## config.mk

```make
export PLATFORM = sky130hd
export DESIGN_NAME = rowing_stroke_classifier
export DESIGN_NICKNAME = d
export VERILOG_FILES = /design/src/rtl/rsc_pkg.sv /design/src/rtl/rsc_front.sv /design/src/rtl/rsc_div.sv /design/src/rtl/rsc_back.sv /design/src/rtl/rowing_stroke_classifier.sv
export SDC_FILE = /design/constraint.sdc
export NUM_CORES = 2
export LEC_CHECK = 0
export ABC_AREA = 1
export BUFFER_PORTS_ARGS = -buffer_cell sky130_fd_sc_hd__buf_2
export CAP_MARGIN = 20
export CORE_MARGIN = 2
export CORE_UTILIZATION = 60
export CTS_CLUSTER_DIAMETER = 120
export DETAILED_ROUTE_END_ITERATION = 6
export HOLD_SLACK_MARGIN = 0.06
export PLACE_DENSITY = 0.76
export RECOVER_POWER = 100
export SLEW_MARGIN = 20
export SYNTH_ARGS = -nofsm -noshare
export SYNTH_HDL_FRONTEND = slang
export SYNTH_HIERARCHICAL = 1
export SYNTH_SLANG_ARGS = --single-unit
```

## constraint.sdc

```tcl
create_clock -name clk -period 27.1 [get_ports clk]
set_input_delay 6.775 -clock clk [delete_from_list [all_inputs] [get_ports clk]]
set_output_delay 6.775 -clock clk [all_outputs]
set_load 0.03 [all_outputs]
```

## src/rtl/rsc_pkg.sv

```systemverilog
// Shared types and constants for the rowing stroke classifier.
// Depends on nothing; every other file imports it.
package rsc_pkg;

	// Depth of the queue between the front and the back.
	localparam int unsigned QUEUE_DEPTH = 2;

	// Scale for the stroke rate: tenths of strokes per minute in milliseconds.
	localparam logic [19:0] RATE_SCALE = 20'd600000;

	// Kind of a queued item.
	typedef enum logic {
		OP_PIN  = 1'b0,
		OP_TICK = 1'b1
	} op_t;

	// Register indexes of the configuration port.
	typedef enum logic [2:0] {
		REG_TOP_LEAVE  = 3'd0,
		REG_TOP_ENTER  = 3'd1,
		REG_BOTTOM     = 3'd2,
		REG_MICRO_LIM  = 3'd3,
		REG_SHORT_LIM  = 3'd4,
		REG_MIN_GAP    = 3'd5,
		REG_IDLE_LIM   = 3'd6,
		REG_SESS_LIM   = 3'd7
	} reg_idx_t;

	// Stroke machine phase.
	typedef enum logic [1:0] {
		PH_TOP  = 2'd0,
		PH_DOWN = 2'd1,
		PH_WAIT = 2'd2
	} phase_t;

	typedef struct packed {
		logic        req_type;
		logic        pin_a;
		logic        pin_b;
		logic [31:0] now_ms;
	} in_item_t;

	typedef struct packed {
		logic signed [31:0] position;
		logic [1:0]         phase;
		logic [31:0]        full_count;
		logic [31:0]        short_count;
		logic [31:0]        micro_count;
		logic [31:0]        valid_travel;
		logic [31:0]        short_travel;
		logic [31:0]        micro_travel;
		logic [31:0]        rate_tenths;
		logic [31:0]        active_ms;
		logic               in_session;
		logic               session_ended;
	} out_item_t;

	// Item as it travels through the queue, already classified.
	typedef struct packed {
		op_t         op;
		logic [1:0]  pins;
		logic [31:0] now_ms;
	} queue_item_t;

	// Configuration registers as seen by the back end.
	typedef struct packed {
		logic signed [31:0] top_leave_level;
		logic signed [31:0] top_enter_level;
		logic signed [31:0] bottom_level;
		logic [30:0]        micro_travel_limit;
		logic [30:0]        short_travel_limit;
		logic [31:0]        min_stroke_interval_ms;
		logic [31:0]        idle_limit_ms;
		logic [31:0]        session_limit_ms;
	} cfg_t;

	// Quadrature step for {previous pins, current pins}: +1, -1 or 0.
	function automatic logic signed [1:0] quad_step(input logic [3:0] idx);
		logic signed [1:0] d;
		unique case (idx)
			4'd1, 4'd7, 4'd8, 4'd14: d = -2'sd1;
			4'd2, 4'd4, 4'd11, 4'd13: d = 2'sd1;
			default: d = 2'sd0;
		endcase
		return d;
	endfunction

endpackage

```

## src/rtl/rsc_front.sv

```systemverilog
// Front end: accepts request beats, classifies them and queues them in order.
// Depends on rsc_pkg.
module rsc_front (
	input  logic                 clk,
	input  logic                 arst_n,
	input  logic                 req_valid,
	output logic                 req_ready,
	input  rsc_pkg::in_item_t    req,
	output logic                 q_valid,
	input  logic                 q_ready,
	output rsc_pkg::queue_item_t q_item
);
	import rsc_pkg::*;

	localparam int unsigned PW = (QUEUE_DEPTH > 1) ? $clog2(QUEUE_DEPTH) : 1;
	localparam int unsigned CW = $clog2(QUEUE_DEPTH + 1);

	queue_item_t    slot_q [QUEUE_DEPTH];
	logic [PW-1:0]  wr_ptr_q;
	logic [PW-1:0]  rd_ptr_q;
	logic [CW-1:0]  count_q;
	queue_item_t    entry;
	logic           push;
	logic           pop;

	// Classify the incoming beat.
	always_comb begin
		entry.op     = req.req_type ? OP_TICK : OP_PIN;
		entry.pins   = {req.pin_a, req.pin_b};
		entry.now_ms = req.now_ms;
	end

	assign req_ready = (count_q != CW'(QUEUE_DEPTH));
	assign push      = req_valid && req_ready;
	assign q_valid   = (count_q != '0);
	assign pop       = q_valid && q_ready;
	assign q_item    = slot_q[rd_ptr_q];

	// Queue storage.
	always_ff @(posedge clk) begin
		if (push) begin
			slot_q[wr_ptr_q] <= entry;
		end
	end

	// Queue pointers and fill count.
	always_ff @(posedge clk or negedge arst_n) begin
		if (!arst_n) begin
			wr_ptr_q <= '0;
			rd_ptr_q <= '0;
			count_q  <= '0;
		end else begin
			if (push) begin
				wr_ptr_q <= (wr_ptr_q == PW'(QUEUE_DEPTH - 1)) ? '0 : wr_ptr_q + 1'b1;
			end
			if (pop) begin
				rd_ptr_q <= (rd_ptr_q == PW'(QUEUE_DEPTH - 1)) ? '0 : rd_ptr_q + 1'b1;
			end
			if (push && !pop) begin
				count_q <= count_q + 1'b1;
			end else if (pop && !push) begin
				count_q <= count_q - 1'b1;
			end
		end
	end

endmodule

```

## src/rtl/rsc_div.sv

```systemverilog
// Restoring serial divider, one quotient bit per cycle.
// Depends on rsc_pkg only by convention; no shared types are needed.
module rsc_div #(
	parameter int unsigned NUM_W = 23,
	parameter int unsigned DEN_W = 35
) (
	input  logic             clk,
	input  logic             arst_n,
	input  logic             start,
	input  logic [NUM_W-1:0] num,
	input  logic [DEN_W-1:0] den,
	output logic             done,
	output logic [NUM_W-1:0] quot
);
	import rsc_pkg::*;

	localparam int unsigned IW = $clog2(NUM_W + 1);

	logic             busy_q;
	logic [IW-1:0]    iter_q;
	logic [NUM_W-1:0] num_q;
	logic [DEN_W-1:0] den_q;
	logic [DEN_W-1:0] rem_q;
	logic [DEN_W:0]   trial;
	logic             fits;

	// One shift and trial subtract per cycle.
	assign trial = {rem_q, num_q[NUM_W-1]};
	assign fits  = (trial >= {1'b0, den_q});
	assign quot  = num_q;

	always_ff @(posedge clk or negedge arst_n) begin
		if (!arst_n) begin
			busy_q <= 1'b0;
			iter_q <= '0;
			done   <= 1'b0;
			num_q  <= '0;
			den_q  <= '0;
			rem_q  <= '0;
		end else begin
			done <= 1'b0;
			if (start) begin
				busy_q <= 1'b1;
				iter_q <= IW'(NUM_W);
				num_q  <= num;
				den_q  <= den;
				rem_q  <= '0;
			end else if (busy_q) begin
				rem_q  <= fits ? DEN_W'(trial - {1'b0, den_q}) : trial[DEN_W-1:0];
				num_q  <= {num_q[NUM_W-2:0], fits};
				iter_q <= iter_q - 1'b1;
				if (iter_q == IW'(1)) begin
					busy_q <= 1'b0;
					done   <= 1'b1;
				end
			end
		end
	end

endmodule

```

## src/rtl/rsc_back.sv

```systemverilog
// Back end: encoder decode, stroke machine, activity timers, stamp ring and rate.
// Depends on rsc_pkg; drives the serial divider.
module rsc_back #(
	parameter int unsigned RING_DEPTH     = 8,
	parameter int unsigned RATE_INTERVALS = 5,
	parameter int unsigned NW             = 3,
	parameter int unsigned NUM_W          = 23,
	parameter int unsigned SUM_W          = 35
) (
	input  logic                 clk,
	input  logic                 arst_n,
	input  logic                 q_valid,
	output logic                 q_ready,
	input  rsc_pkg::queue_item_t q_item,
	input  rsc_pkg::cfg_t        cfg,
	output logic                 div_start,
	output logic [NUM_W-1:0]     div_num,
	output logic [SUM_W-1:0]     div_den,
	input  logic                 div_done,
	input  logic [NUM_W-1:0]     div_quot,
	output logic                 rsp_valid,
	input  logic                 rsp_ready,
	output rsc_pkg::out_item_t   rsp
);
	import rsc_pkg::*;

	localparam int unsigned PW = $clog2(RING_DEPTH);
	localparam int unsigned CW = $clog2(RATE_INTERVALS + 2);

	typedef enum logic [2:0] {
		ST_IDLE,
		ST_RATE,
		ST_DIVGO,
		ST_DIV,
		ST_OUT
	} state_t;

	state_t             state_q;

	// Architectural state.
	logic [1:0]         last_pins_q;
	logic signed [31:0] pos_q;
	logic               moved_q;
	phase_t             phase_q;
	logic signed [31:0] low_q;
	logic signed [31:0] high_q;
	logic               session_q;
	logic               moving_q;
	logic [31:0]        last_move_q;
	logic [31:0]        move_start_q;
	logic [31:0]        active_q;
	logic [31:0]        last_valid_q;
	logic [RING_DEPTH-1:0] ring_vld_q;
	logic [PW-1:0]      ring_ptr_q;
	logic [31:0]        vcount_q, scount_q, mcount_q;
	logic [31:0]        vtravel_q, stravel_q, mtravel_q;

	// Per-tick working registers.
	logic [31:0]        now_q;
	logic               ended_q;
	logic [31:0]        act_q;
	logic [31:0]        rate_q;
	logic [PW-1:0]      rd_addr_q;
	logic [CW-1:0]      rcnt_q;
	logic [31:0]        rd_data_q;
	logic               rd_vld_q;
	logic [31:0]        prev_data_q;
	logic               prev_vld_q;
	logic [SUM_W-1:0]   sum_q;
	logic [NW-1:0]      n_q;
	logic               rsp_valid_q;
	out_item_t          rsp_q;

	logic [31:0]        ring_mem [RING_DEPTH];

	// Tick evaluation signals.
	logic               pop;
	logic               is_tick;
	logic [31:0]        t_now;
	logic [31:0]        t_lm, t_mst, t_el, t_at;
	logic               t_son, t_mov0, t_idle_x, t_sess_x;
	logic signed [31:0] t_lo, t_hi;
	logic [31:0]        t_travel;
	logic               t_deep, t_back;
	logic               t_micro, t_short, t_gap_ok;
	phase_t             t_phase;
	logic               inc_v, inc_s, inc_m;
	logic signed [1:0]  p_step;
	logic               rd_en;
	logic               load_out;

	assign q_ready   = (state_q == ST_IDLE);
	assign pop       = q_valid && q_ready;
	assign is_tick   = (q_item.op == OP_TICK);
	assign t_now     = q_item.now_ms;
	assign p_step    = quad_step({last_pins_q, q_item.pins});
	assign rd_en     = (state_q == ST_RATE) && (rcnt_q <= CW'(RATE_INTERVALS));
	assign load_out  = (state_q == ST_OUT) && (!rsp_valid_q || rsp_ready);
	assign rsp_valid = rsp_valid_q;
	assign rsp       = rsp_q;
	assign div_start = (state_q == ST_DIVGO) && (n_q != '0) && (sum_q != '0);
	assign div_num   = NUM_W'(NUM_W'(RATE_SCALE) * NUM_W'(n_q));
	assign div_den   = sum_q;

	// Activity timers and stroke machine for one tick.
	always_comb begin
		t_lm     = moved_q ? t_now : last_move_q;
		t_son    = session_q || moved_q;
		t_mov0   = moving_q || moved_q;
		t_mst    = (moved_q && !moving_q) ? t_now : move_start_q;
		t_el     = t_now - t_lm;
		t_idle_x = t_mov0 && (t_el > cfg.idle_limit_ms);
		t_sess_x = t_son && (t_el > cfg.session_limit_ms);
		t_at     = active_q + ((t_mov0 && (t_idle_x || t_sess_x)) ? (t_lm - t_mst) : 32'd0);

		t_lo     = (pos_q < low_q) ? pos_q : low_q;
		t_hi     = (pos_q > high_q) ? pos_q : high_q;
		t_travel = 32'(t_hi - t_lo);
		t_micro  = (t_travel <= {1'b0, cfg.micro_travel_limit});
		t_short  = (t_travel <= {1'b0, cfg.short_travel_limit});
		t_deep   = (t_lo <= cfg.bottom_level);
		t_back   = (pos_q >= cfg.top_enter_level);
		t_gap_ok = ((t_now - last_valid_q) >= cfg.min_stroke_interval_ms);

		t_phase = phase_q;
		inc_v   = 1'b0;
		inc_s   = 1'b0;
		inc_m   = 1'b0;
		unique case (phase_q)
			PH_TOP: begin
				t_lo = pos_q;
				t_hi = pos_q;
				if (pos_q <= cfg.top_leave_level) begin
					t_phase = PH_DOWN;
				end
			end
			PH_DOWN: begin
				if (t_deep) begin
					t_phase = PH_WAIT;
				end else if (t_back) begin
					inc_m   = t_micro;
					inc_s   = !t_micro && t_short;
					t_phase = PH_TOP;
				end
			end
			PH_WAIT: begin
				if (t_back) begin
					inc_v   = t_gap_ok;
					inc_m   = !t_gap_ok && t_micro;
					inc_s   = !t_gap_ok && !t_micro;
					t_phase = PH_TOP;
				end
			end
			default: begin
				t_phase = phase_q;
			end
		endcase
	end

	// Stamp memory: one write port, one registered read port.
	always_ff @(posedge clk) begin
		if (pop && is_tick && inc_v) begin
			ring_mem[ring_ptr_q] <= t_now;
		end
		if (rd_en) begin
			rd_data_q <= ring_mem[rd_addr_q];
		end
	end

	// Sequencer with all state but the stamp memory and its read register, and the result register.
	always_ff @(posedge clk or negedge arst_n) begin
		if (!arst_n) begin
			state_q      <= ST_IDLE;
			last_pins_q  <= '0;
			pos_q        <= '0;
			moved_q      <= 1'b0;
			phase_q      <= PH_TOP;
			low_q        <= '0;
			high_q       <= '0;
			session_q    <= 1'b0;
			moving_q     <= 1'b0;
			last_move_q  <= '0;
			move_start_q <= '0;
			active_q     <= '0;
			last_valid_q <= '0;
			ring_vld_q   <= '0;
			ring_ptr_q   <= '0;
			vcount_q     <= '0;
			scount_q     <= '0;
			mcount_q     <= '0;
			vtravel_q    <= '0;
			stravel_q    <= '0;
			mtravel_q    <= '0;
			now_q        <= '0;
			ended_q      <= 1'b0;
			act_q        <= '0;
			rate_q       <= '0;
			rd_addr_q    <= '0;
			rcnt_q       <= '0;
			rd_vld_q     <= 1'b0;
			prev_data_q  <= '0;
			prev_vld_q   <= 1'b0;
			sum_q        <= '0;
			n_q          <= '0;
			rsp_valid_q  <= 1'b0;
			rsp_q        <= '0;
		end else begin
			if (rsp_valid_q && rsp_ready && !load_out) begin
				rsp_valid_q <= 1'b0;
			end
			unique case (state_q)
				ST_IDLE: begin
					if (pop && !is_tick) begin
						// Pin sample: quadrature decode.
						if (p_step != 2'sd0) begin
							pos_q   <= pos_q + 32'(p_step);
							moved_q <= 1'b1;
						end
						last_pins_q <= q_item.pins;
					end else if (pop) begin
						moved_q      <= 1'b0;
						last_move_q  <= t_lm;
						move_start_q <= t_mst;
						active_q     <= t_at;
						moving_q     <= t_mov0 && !t_idle_x && !t_sess_x;
						session_q    <= t_son && !t_sess_x;
						ended_q      <= t_sess_x;
						low_q        <= t_lo;
						high_q       <= t_hi;
						phase_q      <= t_phase;
						now_q        <= t_now;
						if (inc_v) begin
							vcount_q     <= vcount_q + 1'b1;
							vtravel_q    <= vtravel_q + t_travel;
							last_valid_q <= t_now;
							ring_vld_q[ring_ptr_q] <= 1'b1;
							ring_ptr_q   <= (ring_ptr_q == PW'(RING_DEPTH - 1)) ?
								'0 : ring_ptr_q + 1'b1;
							rd_addr_q    <= ring_ptr_q;
						end else begin
							rd_addr_q    <= (ring_ptr_q == '0) ?
								PW'(RING_DEPTH - 1) : ring_ptr_q - 1'b1;
						end
						if (inc_s) begin
							scount_q  <= scount_q + 1'b1;
							stravel_q <= stravel_q + t_travel;
						end
						if (inc_m) begin
							mcount_q  <= mcount_q + 1'b1;
							mtravel_q <= mtravel_q + t_travel;
						end
						rcnt_q  <= '0;
						sum_q   <= '0;
						n_q     <= '0;
						state_q <= ST_RATE;
					end
				end
				ST_RATE: begin
					// Walk the ring from newest stamp back, one entry a cycle.
					if (rd_en) begin
						rd_vld_q  <= ring_vld_q[rd_addr_q];
						rd_addr_q <= (rd_addr_q == '0) ? PW'(RING_DEPTH - 1) : rd_addr_q - 1'b1;
					end
					if (rcnt_q >= CW'(2)) begin
						if (prev_vld_q && rd_vld_q && (prev_data_q > rd_data_q)) begin
							sum_q <= sum_q + SUM_W'(prev_data_q - rd_data_q);
							n_q   <= n_q + 1'b1;
						end
					end
					if (rcnt_q >= CW'(1)) begin
						prev_data_q <= rd_data_q;
						prev_vld_q  <= rd_vld_q;
					end
					rcnt_q <= rcnt_q + 1'b1;
					if (rcnt_q == CW'(RATE_INTERVALS + 1)) begin
						state_q <= ST_DIVGO;
					end
				end
				ST_DIVGO: begin
					act_q  <= active_q + (moving_q ? (now_q - move_start_q) : 32'd0);
					rate_q <= '0;
					state_q <= div_start ? ST_DIV : ST_OUT;
				end
				ST_DIV: begin
					if (div_done) begin
						rate_q  <= 32'(div_quot);
						state_q <= ST_OUT;
					end
				end
				ST_OUT: begin
					if (load_out) begin
						rsp_valid_q         <= 1'b1;
						rsp_q.position      <= pos_q;
						rsp_q.phase         <= phase_q;
						rsp_q.full_count    <= vcount_q;
						rsp_q.short_count   <= scount_q;
						rsp_q.micro_count   <= mcount_q;
						rsp_q.valid_travel  <= vtravel_q;
						rsp_q.short_travel  <= stravel_q;
						rsp_q.micro_travel  <= mtravel_q;
						rsp_q.rate_tenths   <= rate_q;
						rsp_q.active_ms     <= act_q;
						rsp_q.in_session    <= session_q;
						rsp_q.session_ended <= ended_q;
						state_q             <= ST_IDLE;
					end
				end
				default: begin
					state_q <= ST_IDLE;
				end
			endcase
		end
	end

endmodule

```

## src/rtl/rowing_stroke_classifier.sv

```systemverilog
// Rowing stroke classifier top level: configuration registers, front queue, back end, divider.
// A pin sample beat gives no result. A tick beat holds the back end through the ring walk and
// the serial rate divider, or through the ring walk alone when no rate is divided, and then
// until its result beat is loaded. A two-entry queue lets the front keep accepting meanwhile
// until it is full. Reset clears the control and result state, but not the stored queue or
// stamp memory contents, and loads the default configuration.
module rowing_stroke_classifier #(
	parameter int unsigned RING_DEPTH     = 8,
	parameter int unsigned RATE_INTERVALS = 5
) (
	input  logic                clk,
	input  logic                arst_n,
	input  logic                req_valid,
	output logic                req_ready,
	input  rsc_pkg::in_item_t   req,
	output logic                rsp_valid,
	input  logic                rsp_ready,
	output rsc_pkg::out_item_t  rsp,
	input  logic                cfg_we,
	input  logic [2:0]          cfg_addr,
	input  logic [31:0]         cfg_wdata
);
	import rsc_pkg::*;

	localparam int unsigned NW    = $clog2(RATE_INTERVALS + 1);
	localparam int unsigned NUM_W = 20 + NW;
	localparam int unsigned SUM_W = 32 + NW;

	cfg_t              cfg_q;
	logic              q_valid;
	logic              q_ready;
	queue_item_t       q_item;
	logic              div_start;
	logic [NUM_W-1:0]  div_num;
	logic [SUM_W-1:0]  div_den;
	logic              div_done;
	logic [NUM_W-1:0]  div_quot;

	// Configuration register writes.
	always_ff @(posedge clk or negedge arst_n) begin
		if (!arst_n) begin
			cfg_q.top_leave_level        <= -32'sd20;
			cfg_q.top_enter_level        <= -32'sd5;
			cfg_q.bottom_level           <= -32'sd200;
			cfg_q.micro_travel_limit     <= 31'd20;
			cfg_q.short_travel_limit     <= 31'd100;
			cfg_q.min_stroke_interval_ms <= 32'd800;
			cfg_q.idle_limit_ms          <= 32'd2000;
			cfg_q.session_limit_ms       <= 32'd60000;
		end else if (cfg_we) begin
			unique case (reg_idx_t'(cfg_addr))
				REG_TOP_LEAVE: cfg_q.top_leave_level        <= cfg_wdata;
				REG_TOP_ENTER: cfg_q.top_enter_level        <= cfg_wdata;
				REG_BOTTOM:    cfg_q.bottom_level           <= cfg_wdata;
				REG_MICRO_LIM: cfg_q.micro_travel_limit     <= cfg_wdata[30:0];
				REG_SHORT_LIM: cfg_q.short_travel_limit     <= cfg_wdata[30:0];
				REG_MIN_GAP:   cfg_q.min_stroke_interval_ms <= cfg_wdata;
				REG_IDLE_LIM:  cfg_q.idle_limit_ms          <= cfg_wdata;
				REG_SESS_LIM:  cfg_q.session_limit_ms       <= cfg_wdata;
				default:       cfg_q.session_limit_ms       <= cfg_q.session_limit_ms;
			endcase
		end
	end

	// Front end with the item queue.
	rsc_front u_front (
		.clk       (clk),
		.arst_n    (arst_n),
		.req_valid (req_valid),
		.req_ready (req_ready),
		.req       (req),
		.q_valid   (q_valid),
		.q_ready   (q_ready),
		.q_item    (q_item)
	);

	// Back end.
	rsc_back #(
		.RING_DEPTH     (RING_DEPTH),
		.RATE_INTERVALS (RATE_INTERVALS),
		.NW             (NW),
		.NUM_W          (NUM_W),
		.SUM_W          (SUM_W)
	) u_back (
		.clk       (clk),
		.arst_n    (arst_n),
		.q_valid   (q_valid),
		.q_ready   (q_ready),
		.q_item    (q_item),
		.cfg       (cfg_q),
		.div_start (div_start),
		.div_num   (div_num),
		.div_den   (div_den),
		.div_done  (div_done),
		.div_quot  (div_quot),
		.rsp_valid (rsp_valid),
		.rsp_ready (rsp_ready),
		.rsp       (rsp)
	);

	// Serial divider for the stroke rate.
	rsc_div #(
		.NUM_W (NUM_W),
		.DEN_W (SUM_W)
	) u_div (
		.clk    (clk),
		.arst_n (arst_n),
		.start  (div_start),
		.num    (div_num),
		.den    (div_den),
		.done   (div_done),
		.quot   (div_quot)
	);

endmodule
```

==> flow_results.org <==
** Outcome
- The run finished, with violations left.
- The final reports fail on design-rule violations, max-capacitance violations, max-slew violations.

** Yosys
- By instance count, the leading cell after synthesis is sky130_fd_sc_hd__nand2_1.
- After synthesis, the share of flip-flops with an asynchronous set or reset is 0.777.
- Adder-cell share of the synthesized area :: 0.107
- Of the total synthesized cell area, the portion taken by AND, OR, NAND and NOR gates is 0.189.
- Xor and xnor area share after synthesis :: 0.0399
- Synthesis handed over a netlist of 11.5k instances.
- Area fraction in compound gates after synthesis :: 0.137
- Synthesis Warnings :: 6
- Most used standard cells in the synthesized netlist :: sky130_fd_sc_hd__nand2_1 (2963), sky130_fd_sc_hd__inv_1 (1386), sky130_fd_sc_hd__dfrtp_1 (1137)
- Library cell occupying the most area in the post-synthesis netlist :: sky130_fd_sc_hd__dfrtp_1
- The synthesized netlist occupies a cell area of 94800 um2.
- Seq/Total Area, Yosys :: 0.443
- After synthesis, the largest family of logic cells by area is simple AND/OR/NAND/NOR gates.
- Dominant register cell in the synthesized netlist :: sky130_fd_sc_hd__dfrtp_1
- Share of Yosys cell area claimed by the top area cell type :: 0.300
- Flip-flop and latch count after synthesis :: 1603
- Syn avg cell area :: 8.28 um2
- Unique masters post-synth :: 75
- In this run, synthesis inferred 358 flip-flops with an integrated enable.
- Post-synthesis mux area share :: 0.00843
- By area the synthesized netlist is led by sky130_fd_sc_hd__dfrtp_1 (30%), sky130_fd_sc_hd__nand2_1 (12%), sky130_fd_sc_hd__edfxtp_1 (11%), sky130_fd_sc_hd__ha_1 (10%), sky130_fd_sc_hd__o21ai_0 (5.5%).

** Setup path
- STA classifies the critical path startpoint as an input pin.
- Reg-to-reg setup timing slack :: 12.55 ns
- Endpoint of the worst setup timing path :: u_back/act_q[16]$_DFFE_PN0P_
- Tracing the worst setup path back leads to its startpoint at arst_n.
- Path depth of the worst reg2reg path :: 56
- Most Frequent Cell on Critical Path :: sky130_fd_sc_hd__clkbuf_1
- STA classifies the critical path endpoint as an async pin.
- Critical path fanouts, max :: 159
- Max stage delay cell, worst path :: sky130_fd_sc_hd__clkbuf_1
- End of the worst register-to-register path :: u_back/active_q[28]$_DFFE_PN0P_
- CP max stage delay :: 5.88 ns
- R2R Path Start :: u_front/rd_ptr_q$_DFFE_PN0P_
- Worst endpoint data arrival time :: 18.63 ns
- Data on the critical path is required at its endpoint by 28.08 ns.
- Walking the worst path, the cells encountered are clkbuf_1 > clkbuf_1 > buf_4 > buf_4 > clkbuf_1 > buf_16.
- Worst setup path category :: input pin to async pin

** STA
- Setup TNS :: 0 ns
- Worst slew margin relative to its limit :: -4.80
- The final max-slew violation count was 2827.
- RSZ-0062 raised after global routing :: no
- In the finished design, the share of the clock period the worst path needs comes to 0.652.
- The routed design could run at a clock period as short as 17.66 ns.
- Worst Tran Pin Value :: 8.69 ns
- Maximum clock skew at final layout :: 0.0308 ns
- The hold violation total from the final report came to 0.
- Based on the critical path, the design can be clocked at up to 0.0566 GHz.
- Setup violations remaining at the end of the flow were counted as 0.

** Clock tree
- Hold repair after CTS inserted 0 buffers.
- The H-tree generated during clock tree synthesis spans 4 levels.
- Gates resized during post-CTS repair numbered 0.
- In this run, CTS created clock tree buffers numbering 172.
- For this design, the sink count on the clock tree is 1603.
- The clock passes through at most 3 buffers.
- Buffers added to address setup during post-CTS repair amount to 0.
- Master cell of the clock root buffer :: sky130_fd_sc_hd__clkbuf_16
- Clock latency on the worst-skew pair :: 0.84 ns
- CTS tree :: yes
- Worst-path clk slew :: 0.06 ns

** Drt
- After detailed routing, the average wire length per cell comes to 21.3 um.
- The pre-antenna-repair detailed-routing pass consisted of 7 iterations.
- In this run, the number of DRC markers left after iteration 0 of detailed routing was 8526.
- Once detail routing completed, the nets flagged for antenna violations numbered 0.
- Wires add up to 296000 um.
- After detailed routing, the number of remaining DRC violations is 3.
- Summing over every cut layer, the via total after detailed routing is 81.9k.
- In the routed layout, each cell is associated on average with a via count of 5.88.

** Final layout
- After filler insertion, the fill cell instance count of the layout stands at 13.1k.
- Ratio of cells with drive above 1 in the final layout :: 0.0603
- The area growth from synthesis to layout is 9.30%.
- # nets final :: 12.6k

** Global route
- The via count of the first global-routing pass is 78.3k.
- Initial antenna violation count :: 38
- Pin count of the biggest net entering global routing :: 239
- Sum of overflow across all layers after global routing :: 0
- Global routing usage on met3 :: 0.0928
- For met1 alone, demand over resource in global routing was 0.486.
- The first global-routing pass estimated 451000 um of wire.
- For met2 alone, demand over resource in global routing was 0.548.
- Gr busiest metal :: met2
- For this run, the total global-route usage over all layers was measured as 0.361.

** Floorplanning
- The initial utilization of the core area, before any placement, comes to 0.606.
- Count of boundary I/O pins :: 369
- DIE WIDTH :: 402 um
- The floorplan step defined a die boundary enclosing 161000 um2.
- Row Count :: 145
- Die Y-Extent :: 402 um
- After floorplanning, the core was sized to cover 157000 um2.

** Placement
- Routability-driven placement finished with a final weighted congestion of 0.989.
- Post-DP HPWL :: 218000 um
- Quantity of I/O buffers inserted on ports :: 359

** Worst hold path
- Hold WC Path Type :: flop to flop

** Flow run
- Max-cap check violation count :: 49
-- routing by layer --
layer | routed length [um] | vias to the layer above
met3 | 30500 | 809
met2 | 129000 | 3579
met4 | 15200 | 28
met1 | 122000 | 39100
met5 | 181 | -
li1 | - | 38400
-- cells in the final DEF, fill, tap and decap left out, types with 249 or more instances in the layout --
cell	count
sky130_fd_sc_hd__a21oi_1	693
sky130_fd_sc_hd__clkbuf_1	399
sky130_fd_sc_hd__dfrtp_1	1135
sky130_fd_sc_hd__edfxtp_1	358
sky130_fd_sc_hd__ha_1	787
sky130_fd_sc_hd__inv_1	1386
sky130_fd_sc_hd__nand2_1	2965
sky130_fd_sc_hd__nand3_1	408
sky130_fd_sc_hd__nor2_1	651
sky130_fd_sc_hd__o21ai_0	1117
sky130_fd_sc_hd__xor2_1	249
-- critical path: cells and delay by family --
kind                   cells  cell delay, ns
buffers and inverters      6           11.46
-- worst min path at each step --
stage / from / endpoint / slack [ns] / depth (start not counted)
3_3_place_gp: u_back/ring_vld_q[6]$_DFFE_PN0P_ / u_back/ring_vld_q[6]$_DFFE_PN0P_ / 0.45 / 1
6_report: cfg_q[243]$_DFFE_PN1P_ / cfg_q[243]$_DFFE_PN1P_ / 0.46 / 2
5_1_grt: cfg_q[231]$_DFFE_PN1P_ / cfg_q[231]$_DFFE_PN1P_ / 0.47 / 2
4_1_cts: cfg_q[236]$_DFFE_PN1P_ / cfg_q[236]$_DFFE_PN1P_ / 0.46 / 2
3_5_place_dp: u_back/ring_vld_q[1]$_DFFE_PN0P_ / u_back/ring_vld_q[1]$_DFFE_PN0P_ / 0.45 / 1
2_1_floorplan: u_back/ring_vld_q[2]$_DFFE_PN0P_ / u_back/ring_vld_q[2]$_DFFE_PN0P_ / 0.43 / 1
-- flip-flops by register name (all words and copies together), names as in the netlist, 35 cells and up, named ones only --
register and cells:
u_back/ring_mem 256, u_div/rem_q 35, u_front/slot_q 70, u_div/den_q 35, u_back/div_den 35, u_back/rsp 283, cfg_q 254
-- stage by stage --
step	area (um2)	util	hold WS [ns]	worst slack, ns	instances
floorplan	94900	-	0.434	18.19	11500
global placement	98400	0.628	0.448	15.55	13600
detailed placement	98400	0.629	0.450	15.34	13600
CTS	104000	0.666	0.464	15.21	13900
global route	104000	0.662	0.473	7.39	13900
finish	104000	0.662	0.463	9.44	13900
-- cell type report --
cell class	count	area [um2]	share of cell area
Sequential cell	1603	42000	0.406
Clock inverter	87	1030	0.00992
Clock buffer	235	4890	0.0472
Inverter	1400	5260	0.0508
Timing Repair Buffer	467	2050	0.0198
Antenna cell	13	32.5	0.000314
Tap cell	2058	2570	0.0248
Multi-Input combinational cell	8061	45800	0.441
-- kinds of logic (layout without fill, tap and decap cells) --
logic type	Yosys count	count (layout)
compound gates	2348	2348
xor+xnor	432	432
fa+ha+maj	804	804
buf+inv	1804	2189
flops	1603	1603
mux	71	71
other cells	1	28
simple gates	4391	4391
Power is not shown: default switching activity piles up to over one toggle a cycle in this logic, so the estimate is an artifact.
